### config.mk
export PLATFORM = sky130hd
export DESIGN_NAME = gmdvc_alu
export DESIGN_NICKNAME = d
export VERILOG_FILES = /design/src/rtl/core/greedy_max_degree_vertex_cover_assert.svh /design/src/rtl/core/gmdvc_pkg.sv /design/src/rtl/core/gmdvc_alu.sv
export SDC_FILE = /design/constraint.sdc
export NUM_CORES = 1
export LEC_CHECK = 0
export BUFFER_PORTS_ARGS = -buffer_cell sky130_fd_sc_hd__buf_2
export CELL_PAD_IN_SITES_DETAIL_PLACEMENT = 2
export CELL_PAD_IN_SITES_GLOBAL_PLACEMENT = 2
export CORE_ASPECT_RATIO = 0.75
export CORE_MARGIN = 3
export CORE_UTILIZATION = 27
export DETAILED_ROUTE_END_ITERATION = 7
export GPL_TIMING_DRIVEN = 1
export PLACE_DENSITY_LB_ADDON = 0.1
export SLEW_MARGIN = 10
export SYNTH_ARGS = -nofsm -noshare
export SYNTH_HDL_FRONTEND = slang
export SYNTH_SLANG_ARGS = --single-unit
### constraint.sdc
create_clock -name vclk -period 1.92
set_clock_uncertainty 0.1 [all_clocks]
set_input_delay 0.096 -clock vclk [all_inputs]
set_output_delay 0.096 -clock vclk [all_outputs]
set_load 0.02 [all_outputs]
### src/rtl/core/greedy_max_degree_vertex_cover_assert.svh
// Assertion macros for the greedy vertex cover core.
// Expects signals named clk and rst in the scope of each use.
`ifndef GREEDY_MAX_DEGREE_VERTEX_COVER_ASSERT_SVH
`define GREEDY_MAX_DEGREE_VERTEX_COVER_ASSERT_SVH

// same-cycle implication
`define GMDVC_ASSERT_IMP(label, ante, cons, msg) \
  label: assert property (@(posedge clk) disable iff (rst) (ante) |-> (cons)) \
    else $error(msg);

// next-cycle implication
`define GMDVC_ASSERT_NXT(label, ante, cons, msg) \
  label: assert property (@(posedge clk) disable iff (rst) (ante) |=> (cons)) \
    else $error(msg);

`endif

### src/rtl/core/gmdvc_pkg.sv
// Shared types and codes for the greedy vertex cover core.
// No dependencies.
package gmdvc_pkg;

  localparam int FIELD_W = 7;
  localparam int CMD_W   = 2;

  localparam logic [CMD_W-1:0] CMD_ADD   = 2'd0;
  localparam logic [CMD_W-1:0] CMD_PICK  = 2'd1;
  localparam logic [CMD_W-1:0] CMD_CLEAR = 2'd2;

  localparam logic [FIELD_W-1:0] VCOUNT_RESET = 7'd64;

  typedef logic [1:0] alu_op_t;

  localparam alu_op_t ALU_CMP = 2'd0;
  localparam alu_op_t ALU_INC = 2'd1;
  localparam alu_op_t ALU_DEC = 2'd2;

endpackage

### src/rtl/core/gmdvc_alu.sv
// Shared degree unit: compare against running best, increment, saturating decrement.
// Depends on gmdvc_pkg for the operation codes.
module gmdvc_alu #(
  parameter int DW = 7
) (
  input  gmdvc_pkg::alu_op_t op,
  input  logic [DW-1:0]      a,
  input  logic [DW-1:0]      b,
  output logic [DW-1:0]      y,
  output logic               gt
);
  import gmdvc_pkg::*;

  always_comb begin
    case (op)
      ALU_INC: y = a + DW'(1);
      ALU_DEC: y = (a == '0) ? '0 : a - DW'(1);
      ALU_CMP: y = a;
      default: y = a;
    endcase
  end

  assign gt = (a > b);

endmodule
==> flow_metrics.env <==
export IMPL_finalCritPeriodShare=0.9049
export IMPL_gr_total_overflow=0
export IMPL_io_pins=24
export IMPL_maxSlewViolCount=0
export IMPL_multi_input_area_um2=538.0
export IMPL_utilization=0.3801
export IMPL_synth_area_leaders="ha_1 (25%), a221oi_2 (9.9%), inv_1 (8.6%)"
export IMPL_criticalPathCategory="primary input to output pin"
export IMPL_n_antenna_cell=0
export IMPL_maxCapViolations=0
export IMPL_die_y_um=47.14
export IMPL_n_sequential_cell=0
export IMPL_syn_cell_area_um2=609.3
export IMPL_drtIter0Drc=11
export IMPL_io_buffers=24
export IMPL_start_kind="primary input"
export IMPL_hp_class="primary input to output pin"
export IMPL_n_clock_buffer=0
export IMPL_hold_violations=0
export IMPL_grt_use_met1=0.2279
export IMPL_ys_seq_area_frac=0
export IMPL_busiest_layer="met2"
export IMPL_synth_cell_types=33
export IMPL_grt_pass1_vias=775
export IMPL_start_util=0.2948
export IMPL_syn_num_nets=114
export IMPL_min_period_ns=1.737
export IMPL_grt_usage=0.1692
export IMPL_postSynthCellCount=86
export IMPL_synth_top_cell_by_area="ha_1"
export IMPL_grtUsageMet2=0.3262
export IMPL_vdd_drop_max_mv=0.08613
export IMPL_final_setup_tns_ns=0
export IMPL_slew_headroom=0.7817
export IMPL_fin_nets=143
export IMPL_die_width_um=60.86
export IMPL_wire_per_inst_um=16.35
export IMPL_grt_max_degree=13
export IMPL_status="finished clean"
export IMPL_crit_required_ns=1.72
export IMPL_worst_slew_pin_slew_ns=0.3244
export IMPL_antenna_left=0
export IMPL_cts_repair_resized=0
export IMPL_cp_max_fo=8
export IMPL_hold_buffers=0
export IMPL_synth_area_per_cell_um2=7.085
export IMPL_rsz0062_at_grt="no"
export IMPL_yosys_cell_count_top_type="inv_1"
export IMPL_crit_path_end_kind="output pin"
export IMPL_cts_setup_buffers=0
export IMPL_rows=14
export IMPL_antenna_found_initial=0
export IMPL_vias_per_cell=5.628
export IMPL_synth_top_cells_by_count="inv_1 (14), ha_1 (12), a21oi_1 (7)"
export IMPL_setup_violations=0
export IMPL_die_area_um2=2869
export IMPL_core_um2=2067
export IMPL_drc_errors=0
export IMPL_drt_wl_total_mm=2.240
export IMPL_layout_drive_gt1_share=0.3363
export IMPL_yosysWarnings=0
export IMPL_gp_congestion=0.7873
export IMPL_fillCellCount=268
export IMPL_leakage_nw=0.4037
export IMPL_pre_cts_slack_ns=0.1240
export IMPL_seqCellArea_um2=0
export IMPL_dp_hpwl_mm=1.943
export IMPL_area_growth_pct=28.95
export IMPL_grt_pass1_wl_mm=3.629
export IMPL_synth_top_area_share=0.2464
export IMPL_dr_pass1_iters=2
export IMPL_worstPathArrival_ns=1.54
export IMPL_max_freq_mhz=575.5
export IMPL_met3_usage=0
export IMPL_vias=771
export IMPL_setup_ws_ns=0.1825
export IMPL_power_density_nw_per_um2=261.7
-- logic make-up after synthesis --
family / Yosys count / synth area share
and+or+nand+nor: 26 / 0.2300
AOI/OAI and AO/OA: 30 / 0.3902
muxes: 1 / 0.01643
adders and majority gates: 12 / 0.2464
buffers and inverters: 17 / 0.1170
-- per-stage QoR --
stage	instances	hold slack (ns)	area, um2	total power, mW
5_1_grt	137	0.5128	785.8	0.2307
3_3_place_gp	137	0.4762	785.8	0.1978
3_5_place_dp	137	0.4942	785.8	0.2087
4_1_cts	137	0.4960	785.8	0.2094
6_report	137	0.4852	785.8	0.2056
2_1_floorplan	86	0.2206	609.3	0.1268
-- cell usage in the layout, fill, tap and decap left out, types with 4 or more instances in the layout --
| cell | synthesis | final |
|---|---|---|
| nand2_1 | 5 | 5 |
| inv_1 | 14 | 14 |
| nor2_1 | 4 | 4 |
| a221oi_2 | 4 | 4 |
| o21ai_0 | 4 | 4 |
| nand3_1 | 5 | 5 |
| ha_1 | 12 | 12 |
| a21oi_1 | 7 | 7 |
| buf_4 | 0 | 6 |
| buf_2 | 0 | 24 |
-- critical path, stage by stage --
cell and delay [ns]:
buf_2 0.15, inv_1 0.15, ha_1 0.18, inv_1 0.09
nor4_1 0.36, o21ai_0 0.16, o211ai_1 0.16, buf_2 0.19
-- cell type report --
type	count	area share
Multi-Input combinational cell	69	0.6847
Timing Repair Buffer	30	0.2102
Tap cell	24	0.03822
Inverter	14	0.06688
-- routing by layer --
layer,vias up,part of all wire
met5,-,0
met4,0,0
met1,382,0.49
met2,12,0.49
met3,0,0.021
li1,377,-
-- worst paths after layout --
check  slack (ns)  endpoint  startpoint  cells after the start
max          0.18      y[6]        a[0]                      8
min          0.49      y[5]        a[5]                      3
-- power by group --
group          internal, mW  total, mW  switching, mW  leakage (nW)
clock                     0          0              0             0
combinational        0.0835      0.206          0.122         0.404
sequential                0          0              0             0
total                0.0835      0.206          0.122         0.404
(Power assumes the default switching activity.)
