$ cat config.mk
export PLATFORM = sky130hd
export DESIGN_NAME = gmdvc_vtable
export DESIGN_NICKNAME = d
export VERILOG_FILES = /design/src/rtl/core/greedy_max_degree_vertex_cover_assert.svh /design/src/rtl/core/gmdvc_vtable.sv
export SDC_FILE = /design/constraint.sdc
export NUM_CORES = 2
export LEC_CHECK = 0
export BUFFER_PORTS_ARGS = -buffer_cell sky130_fd_sc_hd__buf_2
export CORE_MARGIN = 4
export CORE_UTILIZATION = 60
export CTS_CLUSTER_DIAMETER = 60
export DETAILED_ROUTE_END_ITERATION = 12
export PLACE_DENSITY = 0.76
export SETUP_SLACK_MARGIN = 0.02
export SLEW_MARGIN = 20
export SYNTH_ARGS = -nofsm -noshare
export SYNTH_HDL_FRONTEND = slang
export SYNTH_MEMORY_MAX_BITS = 65536
export SYNTH_SLANG_ARGS = --single-unit
$ cat constraint.sdc
create_clock -name clk -period 18.65 [get_ports clk]
set_input_delay 5.595 -clock clk [delete_from_list [all_inputs] [get_ports clk]]
set_output_delay 5.595 -clock clk [all_outputs]
set_load 0.1 [all_outputs]
$ cat src/rtl/core/greedy_max_degree_vertex_cover_assert.svh
// Assertion macros for the greedy vertex cover core.
// Expects signals named clk and rst in the scope of each use.
`ifndef GREEDY_MAX_DEGREE_VERTEX_COVER_ASSERT_SVH
`define GREEDY_MAX_DEGREE_VERTEX_COVER_ASSERT_SVH

// same-cycle implication
`define GMDVC_ASSERT_IMP(label, ante, cons, msg) \
  label: assert property (@(posedge clk) disable iff (rst) (ante) |-> (cons)) \
    else $error(msg);

// next-cycle implication
`define GMDVC_ASSERT_NXT(label, ante, cons, msg) \
  label: assert property (@(posedge clk) disable iff (rst) (ante) |=> (cons)) \
    else $error(msg);

`endif

$ cat src/rtl/core/gmdvc_vtable.sv
// Vertex table memory: one word per vertex, {degree, adjacency row}.
// One write port, one registered read port. Uses no package.
module gmdvc_vtable #(
  parameter int DEPTH = 64,
  parameter int WIDTH = 71
) (
  input  logic                     clk,
  input  logic                     we,
  input  logic [$clog2(DEPTH)-1:0] waddr,
  input  logic [WIDTH-1:0]         wdata,
  input  logic                     re,
  input  logic [$clog2(DEPTH)-1:0] raddr,
  output logic [WIDTH-1:0]         rdata
);

  logic [WIDTH-1:0] mem [DEPTH];

  always_ff @(posedge clk) begin
    if (we) begin
      mem[waddr] <= wdata;
    end
    if (re) begin
      rdata <= mem[raddr];
    end
  end

endmodule

==> report_table.html <==
<table>
<tr><th>Metric</th><th>Value</th></tr>
<tr><th colspan="2">GRT</th></tr>
<tr><td>Vias in the first global route</td><td>88700</td></tr>
<tr><td>Maximum number of pins on one net before global-route repair</td><td>137</td></tr>
<tr><td>Global-route wire length before repair</td><td>713 mm</td></tr>
<tr><td>All-layer global routing usage</td><td>0.346</td></tr>
<tr><td>Global route overflow</td><td>0</td></tr>
<tr><td>Number of antenna violations at the first check in global routing</td><td>50</td></tr>
<tr><th colspan="2">Power</th></tr>
<tr><td>Maximum ir drop on the vdd rail</td><td>96.1 uV</td></tr>
<tr><td>Pwr/cell area</td><td>111 nW/um^2</td></tr>
<tr><td>Leakage power figure</td><td>60.5 nW</td></tr>
<tr><th colspan="2">Route</th></tr>
<tr><td>Remaining number of nets flagged by the antenna check after routing</td><td>0</td></tr>
<tr><td>Violation count after the first detailed-route iteration</td><td>16600</td></tr>
<tr><td>Total routed wire length on the met1 layer</td><td>161 mm</td></tr>
<tr><td>Average vias per placed instance</td><td>7.46</td></tr>
<tr><td>Total Wirelength</td><td>515 mm</td></tr>
<tr><td>Wire per inst</td><td>43.3 um</td></tr>
<tr><td>First-pass iteration count of the detailed router</td><td>8</td></tr>
<tr><td>Max layer used</td><td>met5</td></tr>
<tr><td>Detail Route met3 WL</td><td>84.4 mm</td></tr>
<tr><td>DRC violation count after routing</td><td>0</td></tr>
<tr><td>WL met2</td><td>238 mm</td></tr>
<tr><td>Count of vias placed by the detailed router</td><td>88700</td></tr>
<tr><th colspan="2">Synthesis</th></tr>
<tr><td>Total of flip-flops plus latches after synthesis</td><td>4615</td></tr>
<tr><td>Top cell type's share of synthesized area</td><td>0.799</td></tr>
<tr><td>Post-synth EDFFs</td><td>4615</td></tr>
<tr><td>Instance count of the mapped netlist</td><td>7207</td></tr>
<tr><td>Most area-hungry cell type in the Yosys netlist</td><td>edfxtp_1</td></tr>
<tr><td>Average instance area after synthesis</td><td>24.1 um^2</td></tr>
<tr><td>Post-synthesis sequential area ratio</td><td>0.799</td></tr>
<tr><td>Synthesized cell area</td><td>173000 um^2</td></tr>
<tr><td>Ys async rst share</td><td>0</td></tr>
<tr><td>Number of warnings reported in the yosys synthesis log</td><td>0</td></tr>
<tr><td>Synth cell types</td><td>29</td></tr>
<tr><td>Top_reg_cell synth</td><td>edfxtp_1</td></tr>
<tr><td>Syn nets</td><td>7293</td></tr>
<tr><td>Most numerous cell in the Yosys netlist</td><td>edfxtp_1</td></tr>
<tr><td>Most numerous cell types in the synthesized netlist</td><td>edfxtp_1, mux4_2, a22oi_1</td></tr>
<tr><td>Main area contributors after synthesis</td><td>edfxtp_1, mux4_2, a22oi_1</td></tr>
<tr><th colspan="2">CTS</th></tr>
<tr><td>Clock sink total</td><td>4615</td></tr>
<tr><td>CTS H-tree depth</td><td>5</td></tr>
<tr><td>Clock-pin slew of the registers on the worst-case setup and hold paths</td><td>0.07 ns</td></tr>
<tr><td>Number of post-CTS setup repair buffers</td><td>0</td></tr>
<tr><td>CTS Buf Count</td><td>444</td></tr>
<tr><td>Count of hold-fix buffers inserted at cts</td><td>0</td></tr>
<tr><td>TritonCTS clock tree</td><td>built</td></tr>
<tr><td>Post-cts sizing count</td><td>0</td></tr>
<tr><td>Root buffer cell</td><td>clkbuf_16</td></tr>
<tr><td>Worst skew pair latency</td><td>0.99 ns</td></tr>
<tr><td>Longest Clk Path Bufs</td><td>4</td></tr>
<tr><th colspan="2">Worst setup path</th></tr>
<tr><td>Register-to-register setup slack</td><td>16.57 ns</td></tr>
<tr><td>Category of cells accounting for the largest share of critical-path delay</td><td>buffers and inverters</td></tr>
<tr><td>Worst path cell trace</td><td>buf_8, buf_4, buf_4, buf_4, mux4_2, a22oi_1, nand3_1, o211a_1</td></tr>
<tr><td>Req. time, crit path</td><td>19.38 ns</td></tr>
<tr><td>Worst path most repeated cell</td><td>buf_4</td></tr>
<tr><td>Setup CP Type</td><td>in2reg</td></tr>
<tr><td>Kind of start point of the critical path</td><td>input port</td></tr>
<tr><td>Arr. time, crit path</td><td>9.92 ns</td></tr>
<tr><td>Critical path buffer and inverter count</td><td>4</td></tr>
<tr><td>Slowest cell delay on critical path</td><td>0.82 ns</td></tr>
<tr><td>Slowest-stage cell, CP</td><td>buf_4</td></tr>
<tr><td>Kind of end point of the critical path</td><td>flip-flop</td></tr>
<tr><td>Critical path fanouts, max</td><td>79</td></tr>
<tr><th colspan="2">Outcome</th></tr>
<tr><td>Run status</td><td>completed</td></tr>
<tr><th colspan="2">Timing</th></tr>
<tr><td>Summed negative setup slack over all endpoints</td><td>0 ns</td></tr>
<tr><td>Setup clock skew after layout</td><td>0.0663 ns</td></tr>
<tr><td>Minimum clock period after layout</td><td>9.19 ns</td></tr>
<tr><td>Rel. slew slack</td><td>0.132</td></tr>
<tr><td>Tcrit/Tclk final</td><td>0.493</td></tr>
<tr><td>Transition at the pin with the smallest max-transition slack</td><td>1.30 ns</td></tr>
<tr><td>Max Freq</td><td>0.109 GHz</td></tr>
<tr><td>Final hold violation count</td><td>0</td></tr>
<tr><td>RSZ-0062 raised after global routing</td><td>false</td></tr>
<tr><td>Final count of negative-setup-slack endpoints</td><td>0</td></tr>
<tr><td>Final Slew Violations</td><td>0</td></tr>
<tr><th colspan="2">Hold path</th></tr>
<tr><td>Min-delay worst type</td><td>reg2reg</td></tr>
<tr><th colspan="2">Die</th></tr>
<tr><td>Initial Util</td><td>0.603</td></tr>
<tr><td>Number of rows in the core area</td><td>197</td></tr>
<tr><td>Die area</td><td>298000 um^2</td></tr>
<tr><td>DIE HEIGHT</td><td>546 um</td></tr>
<tr><td>Die outline width</td><td>546 um</td></tr>
<tr><td>I/O pin cnt</td><td>157</td></tr>
<tr><td>Floorplan core area</td><td>288000 um^2</td></tr>
<tr><th colspan="2">Job</th></tr>
<tr><td>Max Cap Viol</td><td>0</td></tr>
<tr><th colspan="2">Placement</th></tr>
<tr><td>Detailed Place HPWL</td><td>251 mm</td></tr>
<tr><td>Final weighted congestion in routability-driven placement</td><td>0.809</td></tr>
<tr><td>Port Buf Inserts</td><td>156</td></tr>
<tr><td>Placed Cells</td><td>11000</td></tr>
<tr><th colspan="2">Layout</th></tr>
<tr><td>Share of post-route cells with drive strength above 1</td><td>0.281</td></tr>
<tr><td>Number of standard cells in the final layout excluding fillers</td><td>11900</td></tr>
<tr><td>Number of nets in the final layout</td><td>7725</td></tr>
<tr><td>Area growth, synth to finish</td><td>12.2%</td></tr>
</table>
-- state kept, by name, indices dropped and copies added (netlist names) --
signal / count
mem: 4544
rdata: 71
-- layer usage --
layer  up-vias  track usage
li1      32300            -
met1     45900        0.465
met2      8742        0.514
met3      1636        0.112
met4        30        0.181
met5         -      0.00657
-- layout make-up --
cell class	count	area (um^2)
Clock buffer	524	11500
Antenna cell	87	218
Fill cell	16700	93300
Clock inverter	296	3130
Sequential cell	4615	139000
Timing Repair Buffer	400	3010
Multi-Input combinational cell	2178	33500
Tap cell	3781	4730
-- cells in the final DEF, fill, tap and decap left out, types with 27 or more instances in the layout --
cell type / count
edfxtp_1: 4615
mux4_2: 1136
clkbuf_16: 446
a22oi_1: 284
buf_4: 233
o22ai_1: 141
buf_2: 138
nand3_1: 124
mux2i_1: 114
clkinv_1: 114
diode_2: 87
clkinv_2: 84
clkbuf_1: 78
o211a_1: 71
a211oi_1: 70
nor2_4: 64
nor2_1: 52
o221ai_1: 50
bufinv_16: 49
nand3b_1: 27
-- path summary, 6_finish.rpt --
| path | start | to | cells past startpoint |
|---|---|---|---|
| setup / recovery | raddr[1] | rdata[14] | 8 |
| hold / removal | mem[28][0] | rdata[0] | 4 |
| setup reg to reg | mem[6][19] | rdata[19] | 4 |
| hold reg to reg | mem[28][0] | rdata[0] | 4 |
-- through the flow --
stage | worst slack, ns | util | hold slack (ns) | power (W) | cell area [um^2]
5_1_grt | 9.27 | 0.676 | 0.946 | 0.0222 | 195000
6_report | 9.46 | 0.676 | 0.901 | 0.0217 | 195000
3_3_place_gp | 8.62 | 0.624 | 0.890 | 0.0128 | 180000
4_1_cts | 9.62 | 0.675 | 0.894 | 0.0217 | 194000
2_1_floorplan | 7.13 | - | 0.856 | 0.0124 | 173000
3_5_place_dp | 8.59 | 0.624 | 0.898 | 0.0128 | 180000
-- where the power goes --
group	switching [W]	leakage, nW	internal [W]
logic	0.000736	11.8	0.000344
registers	0.0000417	41.6	0.0115
clock network	0.00396	7.10	0.00509
total	0.00474	60.5	0.0169
-- cells by family (layout without fill, tap and decap cells) --
family,count (synthesis),in the layout,share of synthesized area
buf+inv,414,1220,0.0113
simple gates,311,311,0.00878
compound gates,617,617,0.0271
flops,4615,4615,0.799
other cells,0,87,0
mux,1250,1250,0.154
-- worst min-delay path, delay by kind of cell, from the launching register on --
family / cells / cell delay, ns
AOI/OAI and AO/OA: 2 / 0.21
DFF: 1 / 0.33
muxes: 1 / 0.23
and+or+nand+nor: 1 / 0.08
(Power assumes the default switching activity.)
